`config.mk`:
```
export PLATFORM = sky130hd
export DESIGN_NAME = aabb_front
export DESIGN_NICKNAME = d
export VERILOG_FILES = /design/src/hw/rtl/aabb_pkg.sv /design/src/hw/rtl/aabb_front.sv
export SDC_FILE = /design/constraint.sdc
export NUM_CORES = 1
export LEC_CHECK = 0
export ABC_AREA = 1
export BUFFER_PORTS_ARGS = -buffer_cell sky130_fd_sc_hd__buf_2
export CAP_MARGIN = 20
export CORE_MARGIN = 2
export CORE_UTILIZATION = 52
export CTS_CLUSTER_SIZE = 12
export DETAILED_ROUTE_END_ITERATION = 8
export GPL_TIMING_DRIVEN = 0
export PLACE_DENSITY_LB_ADDON = 0.25
export RECOVER_POWER = 50
export SLEW_MARGIN = 20
export SYNTH_ARGS = -nofsm -noshare
export SYNTH_HDL_FRONTEND = slang
export SYNTH_SLANG_ARGS = --single-unit
```
`constraint.sdc`:
```
create_clock -name clk -period 15.2 [get_ports clk]
set_input_delay 0.76 -clock clk [delete_from_list [all_inputs] [get_ports clk]]
set_output_delay 0.76 -clock clk [all_outputs]
set_load 0.005 [all_outputs]
```
`src/hw/rtl/aabb_pkg.sv`:
```
// shared types and constants for the aabb pair overlap finder
`timescale 1ns / 1ps

package aabb_pkg;

  localparam int MAX_BOXES   = 64;
  localparam int COORD_WIDTH = 32;
  localparam int ADDR_W      = $clog2(MAX_BOXES);
  localparam int CNT_W       = $clog2(MAX_BOXES + 1);

  typedef logic signed [COORD_WIDTH-1:0] coord_t;

  typedef struct packed {
    logic               frame_start;
    logic        [31:0] entity_id;
    logic signed [31:0] low_x;
    logic signed [31:0] low_y;
    logic signed [31:0] low_z;
    logic signed [31:0] high_x;
    logic signed [31:0] high_y;
    logic signed [31:0] high_z;
  } in_item_t;

  typedef struct packed {
    logic        hit;
    logic [31:0] earlier_entity;
    logic [31:0] later_entity;
    logic        last_of_run;
    logic        store_overflow;
  } out_item_t;

  typedef struct packed {
    logic [31:0] entity;
    coord_t      lo_x;
    coord_t      lo_y;
    coord_t      lo_z;
    coord_t      hi_x;
    coord_t      hi_y;
    coord_t      hi_z;
  } box_t;

  typedef struct packed {
    logic frame_start;
    box_t box;
  } front_item_t;

endpackage

```
`src/hw/rtl/aabb_front.sv`:
```
// input stage: takes boxes, repacks them and queues them for the sweep engine
`timescale 1ns / 1ps

module aabb_front (
  input  logic                  clk,
  input  logic                  rst,
  input  logic                  in_valid,
  output logic                  in_ready,
  input  aabb_pkg::in_item_t    in_data,
  output logic                  q_valid,
  input  logic                  q_ready,
  output aabb_pkg::front_item_t q_data
);
  import aabb_pkg::*;

  localparam int QUEUE_DEPTH = 2;
  localparam int PTR_W       = $clog2(QUEUE_DEPTH);
  localparam int QCNT_W      = $clog2(QUEUE_DEPTH + 1);

  front_item_t           queue [QUEUE_DEPTH];
  logic [PTR_W-1:0]      wr_ptr;
  logic [PTR_W-1:0]      rd_ptr;
  logic [QCNT_W-1:0]     fill;
  front_item_t           item;
  logic                  push;
  logic                  pop;

  always_comb begin
    item.frame_start = in_data.frame_start;
    item.box.entity  = in_data.entity_id;
    item.box.lo_x    = in_data.low_x[COORD_WIDTH-1:0];
    item.box.lo_y    = in_data.low_y[COORD_WIDTH-1:0];
    item.box.lo_z    = in_data.low_z[COORD_WIDTH-1:0];
    item.box.hi_x    = in_data.high_x[COORD_WIDTH-1:0];
    item.box.hi_y    = in_data.high_y[COORD_WIDTH-1:0];
    item.box.hi_z    = in_data.high_z[COORD_WIDTH-1:0];
  end

  assign in_ready = (fill != QCNT_W'(QUEUE_DEPTH));
  assign q_valid  = (fill != '0);
  assign q_data   = queue[rd_ptr];
  assign push     = in_valid && in_ready;
  assign pop      = q_valid && q_ready;

  always_ff @(posedge clk) begin
    if (push) begin
      queue[wr_ptr] <= item;
    end
  end

  always_ff @(posedge clk) begin
    if (rst) begin
      wr_ptr <= '0;
      rd_ptr <= '0;
      fill   <= '0;
    end else begin
      if (push) begin
        wr_ptr <= (wr_ptr == PTR_W'(QUEUE_DEPTH - 1)) ? '0 : wr_ptr + PTR_W'(1);
      end
      if (pop) begin
        rd_ptr <= (rd_ptr == PTR_W'(QUEUE_DEPTH - 1)) ? '0 : rd_ptr + PTR_W'(1);
      end
      if (push && !pop) begin
        fill <= fill + QCNT_W'(1);
      end else if (pop && !push) begin
        fill <= fill - QCNT_W'(1);
      end
    end
  end

  a_fill_bound: assert property (@(posedge clk) disable iff (rst)
    fill <= QCNT_W'(QUEUE_DEPTH))
    else $error("queue fill above depth");

endmodule

```
; Word level (Yosys, flattened, before mapping)
; Memories as Yosys holds them, arrays and structs flattened. A register that Yosys moved wholly into a read port is not among the register bits.
; Index checks and enable logic that the tools add are counted.
[totals]
register_bits = 4
latchBits = 0
ram_bits = 450
mem_bits_ro = 0
in_bits = 229
word_cells = 25
mem_count = 1
[op_classes]
add_sub_neg = 4
n_mul = 0
div = 0
magnitude_cmp = 0
n_eq_ne = 1
n_shift = 0
mux = 8
bitwise = 0
n_reduce_logical = 8
[mem_list]
columns = name, words, word_bits, read_ports, rd_ports_with_merged_regs, wr, line_no
row1 = queue, 2, 225, 1, 1, 1, aabb_front.sv:20  ; front_item_t queue [QUEUE_DEPTH];
[op_table]
columns = cell, count
row1 = $mux W1, 6
row2 = $logic_and A1 B1 Y1, 4
row3 = $mux W2, 2
row4 = $reduce_bool A2 Y1, 2
row5 = $add A1 B1 Y1 const B, 2
row6 = $add A2 B1 Y2 const B, 1
row7 = $logic_not A1 Y1, 2
row8 = $ne A2 B2 Y1 const B, 1
row9 = $sub A2 B1 Y2 const B, 1

; Depth between registers and ports, before layout
[depth]
word_depth = 6
ltp_mapped = 11
ltp_nobuf = 11

; Least setup slack after synthesis
; No wires, ideal clock.
[synth_path]
path_type = input port to flip-flop
startpoint = input in_valid
endpoint = memory queue[0][0] (netlist name), enable pin
setup_time_ps = 814
t_arrival_ps = 10174
required_time_ps = 14386
setup_slack_ps = 4212
stages = 2
path_cell_list = nand2_1 nor2_1
[synth_via]
elab_chain_cells = 3
[synth_rtl]
columns = element, line_no
row1 = "start, declared", aabb_front.sv:7  ; input logic in_valid,
row2 = $logic_and A1 B1 Y1, aabb_front.sv:42  ; assign push = in_valid && in_ready;
row3 = $mux W1, aabb_front.sv:46  ; if (push) begin
row4 = $mux W1 (implied by the code), aabb_front.sv:47  ; queue[wr_ptr] <= item;
row5 = "end, declared", aabb_front.sv:20
; Every way passes these cells.

; Worst setup path after layout
[layout_path]
startpoint = register fill[0]
endpoint = memory queue[1][91] (netlist name), enable pin
[layout_via]
elab_chain_cells = 4
[layout_rtl]
columns = element, line_no
row1 = "start, declared", aabb_front.sv:23  ; logic [QCNT_W-1:0] fill;
row2 = "start signal, assigned", aabb_front.sv:64  ; fill <= fill + QCNT_W'(1);
row3 = "start signal, assigned", aabb_front.sv:66  ; fill <= fill - QCNT_W'(1);
row4 = $ne A2 B2 Y1, aabb_front.sv:39  ; assign in_ready = (fill != QCNT_W'(QUEUE_DEPTH));
row5 = $logic_and A1 B1 Y1, aabb_front.sv:42
row6 = $mux W1, aabb_front.sv:46
row7 = $mux W1 (implied by the code), aabb_front.sv:47
; Every way passes these cells.

==> results_dict.tcl <==
set metrics [dict create \
    worst_setup_path_start_kind "flip-flop" \
    finalClockSkew_ns 0.00836 \
    drive_above_1_share_pct 52.2 \
    routed_wl_mm 34.6 \
    finalCritPeriodShare_pct 26.5 \
    worstPathArrival_ns 4.27 \
    final_area_mm2 0.0216 \
    period_needed_ns 4.03 \
    yosysWarnings 0 \
    yosys.area.top_type "edfxtp_1" \
    place_area_mm2 0.0205 \
    cts_buffers 47 \
    cap_violations 0 \
    synth-seq-cells 455 \
    wl_per_cell_um 19.9 \
    setup_viol 0 \
    grt_util_all_layers_pct 19.4 \
    htreeDepth 2 \
    synth_cell_type_count 14 \
    antenna_found_initial 9 \
    yosysTopAreaCellShare_pct 79.1 \
    outcome "completed" \
    hold_buffers 0 \
    cts-resized-gates 0 \
    cp_slowest_cell "clkbuf_1" \
    vias_per_cell 4.95 \
    grt_pass1_vias 8808 \
    start_util_pct 52.6 \
    postCtsSetupRepairBufs 0 \
    nNetsFinal 1493 \
    rsz0062_at_grt "false" \
    dp_hpwl_mm 25.0 \
    place_congestion 0.769 \
    die_h_um 185 \
    layout_commonest_cell "edfxtp_1" \
    cp_data_required_time_ns 15.45 \
    netlist_area_mm2 0.0171 \
    rows 66 \
    crit_chain "inv_1, nand2_1, nand2_1, nor2_1, clkbuf_1, clkbuf_1, buf_16, buf_16, buf_12" \
    syn_nets 967 \
    power_w 0.00350 \
    crit_path_end_kind "flip-flop" \
    synth_area_per_cell_um2 23.2 \
    slew_headroom_pct 2.37 \
    tns_ns 0 \
    port_buffers 455 \
    ir_drop_mv 0.108 \
    coreArea_mm2 0.0325 \
    worst_pin_slew_ns 1.46 \
    dr.pass1.iters 5 \
    seq_area_frac_synth_pct 79.7 \
    slew_viol_final 0 \
    hp-class "in2reg" \
    cts_root_buf "clkbuf_16" \
    crit_type "reg2reg" \
    hold_viol_final 0 \
    power.density_cell_area_mw_per_mm2 162 \
    final_cell_mix "edfxtp_1, buf_2, mux2_4, clkbuf_1, mux2_2" \
    clkTransAtPathRegs_ns 0.06 \
    die_width_um 185 \
    clkLatencyLatePin_ns 0.54 \
    n_fill_cell 2243 \
    worst_hold_slack_ns 0.403 \
    route.vias.total 8620 \
    clock_tree.buffer_depth 3 \
    pin_count 456 \
    ant_nets 0 \
    p_leak_nw 8.20 \
    worstPathMaxFanout 24 \
    synthTopCellsByArea "edfxtp_1, mux2_4, mux2_2" \
    fin_util_pct 66.6 \
    syn_inst 737 \
    drc_errors 0 \
    globalRoute.totalOverflow 0 \
    drt_iter0_drc 480 \
    syn2layout_area_growth_pct 26.5 \
    dieArea_mm2 0.0343 \
    grt_pass1_wl_mm 49.7 \
    fmax_ghz 0.248 \
    cp_slowest_stage_delay_ns 1.13 \
    cts.sinks 455 \
    grt_max_degree 26 \
    cts_tree "built" \
]
## path summary, 6_finish.rpt
kind	startpoint	end	slack [ns]	depth (start not counted)
max	fill[0]	queue[1][91]	11.17	9
min reg2reg	rd_ptr	flip-flop	0.52	2
min	in_data[54]	queue[0][54]	0.40	1
max reg2reg	fill[0]	queue[1][91]	11.17	9
## cell type report
cell class                      count  area (um2)  share of cell area, %
Multi-Input combinational cell    249        3210                   14.8
Buffer                             25         238                   1.10
Antenna cell                        6        15.0                 0.0695
Clock buffer                       67        1290                   5.99
Sequential cell                   455       13600                   63.0
Tap cell                          442         553                   2.56
Inverter                            8        30.0                  0.139
Clock inverter                     11        75.1                  0.347
Timing Repair Buffer              477        2590                   12.0
## critical path: cells and delay by family, from the launching register on
family	cells	cell delay (ns)
flops	1	0.33
buf+inv	6	2.80
simple gates	3	0.56
## per-stage QoR
stage | setup slack (ns) | instances
global route | 10.77 | 1740
detailed placement | 12.48 | 1656
finish | 11.17 | 1740
CTS | 12.47 | 1734
global placement | -1.20 | 1634
floorplan | 4.21 | 737
## logic make-up after synthesis
| group | count (synthesis) | share of synthesized area (%) |
|---|---|---|
| AND/OR/NAND/NOR | 19 | 0.447 |
| multiplexers | 225 | 18.1 |
| adder cells (fa/ha/maj) | 1 | 0.0732 |
| buffers and inverters | 33 | 1.57 |
| AO/OA/AOI/OAI | 4 | 0.117 |
| flip-flops | 455 | 79.7 |
## cells in the mapped netlist
cell type / n
edfxtp_1: 450
mux2_4: 150
mux2_2: 75
buf_6: 18
nand2_1: 9
inv_1: 8
buf_2: 7
nor2_1: 7
dfxtp_1: 5
a21oi_1: 2
nand3_1: 2
o21ai_0: 2
ha_1: 1
nand4_1: 1
## sequential cells by signal (all words and copies together), names as in the netlist, named ones only
register / cells
fill: 2
rd_ptr: 1
wr_ptr: 1
queue: 450
## routing by layer
metal | up-vias | share of wire, % | GRT usage (%)
li1 | 3993 | - | -
met1 | 4227 | 36 | 21.9
met4 | 6 | 3.2 | 8.41
met3 | 68 | 8.8 | 6.90
met2 | 326 | 52 | 33.4
met5 | - | 0.13 | 0
## power by group
part	internal (W)	switching, W	total [W]
registers	0.00159	0.0000388	0.00162
clock network	0.000603	0.000429	0.00103
logic	0.000447	0.000393	0.000839
total	0.00264	0.000861	0.00350
No activity file was read; power rests on OpenSTA's default activity.
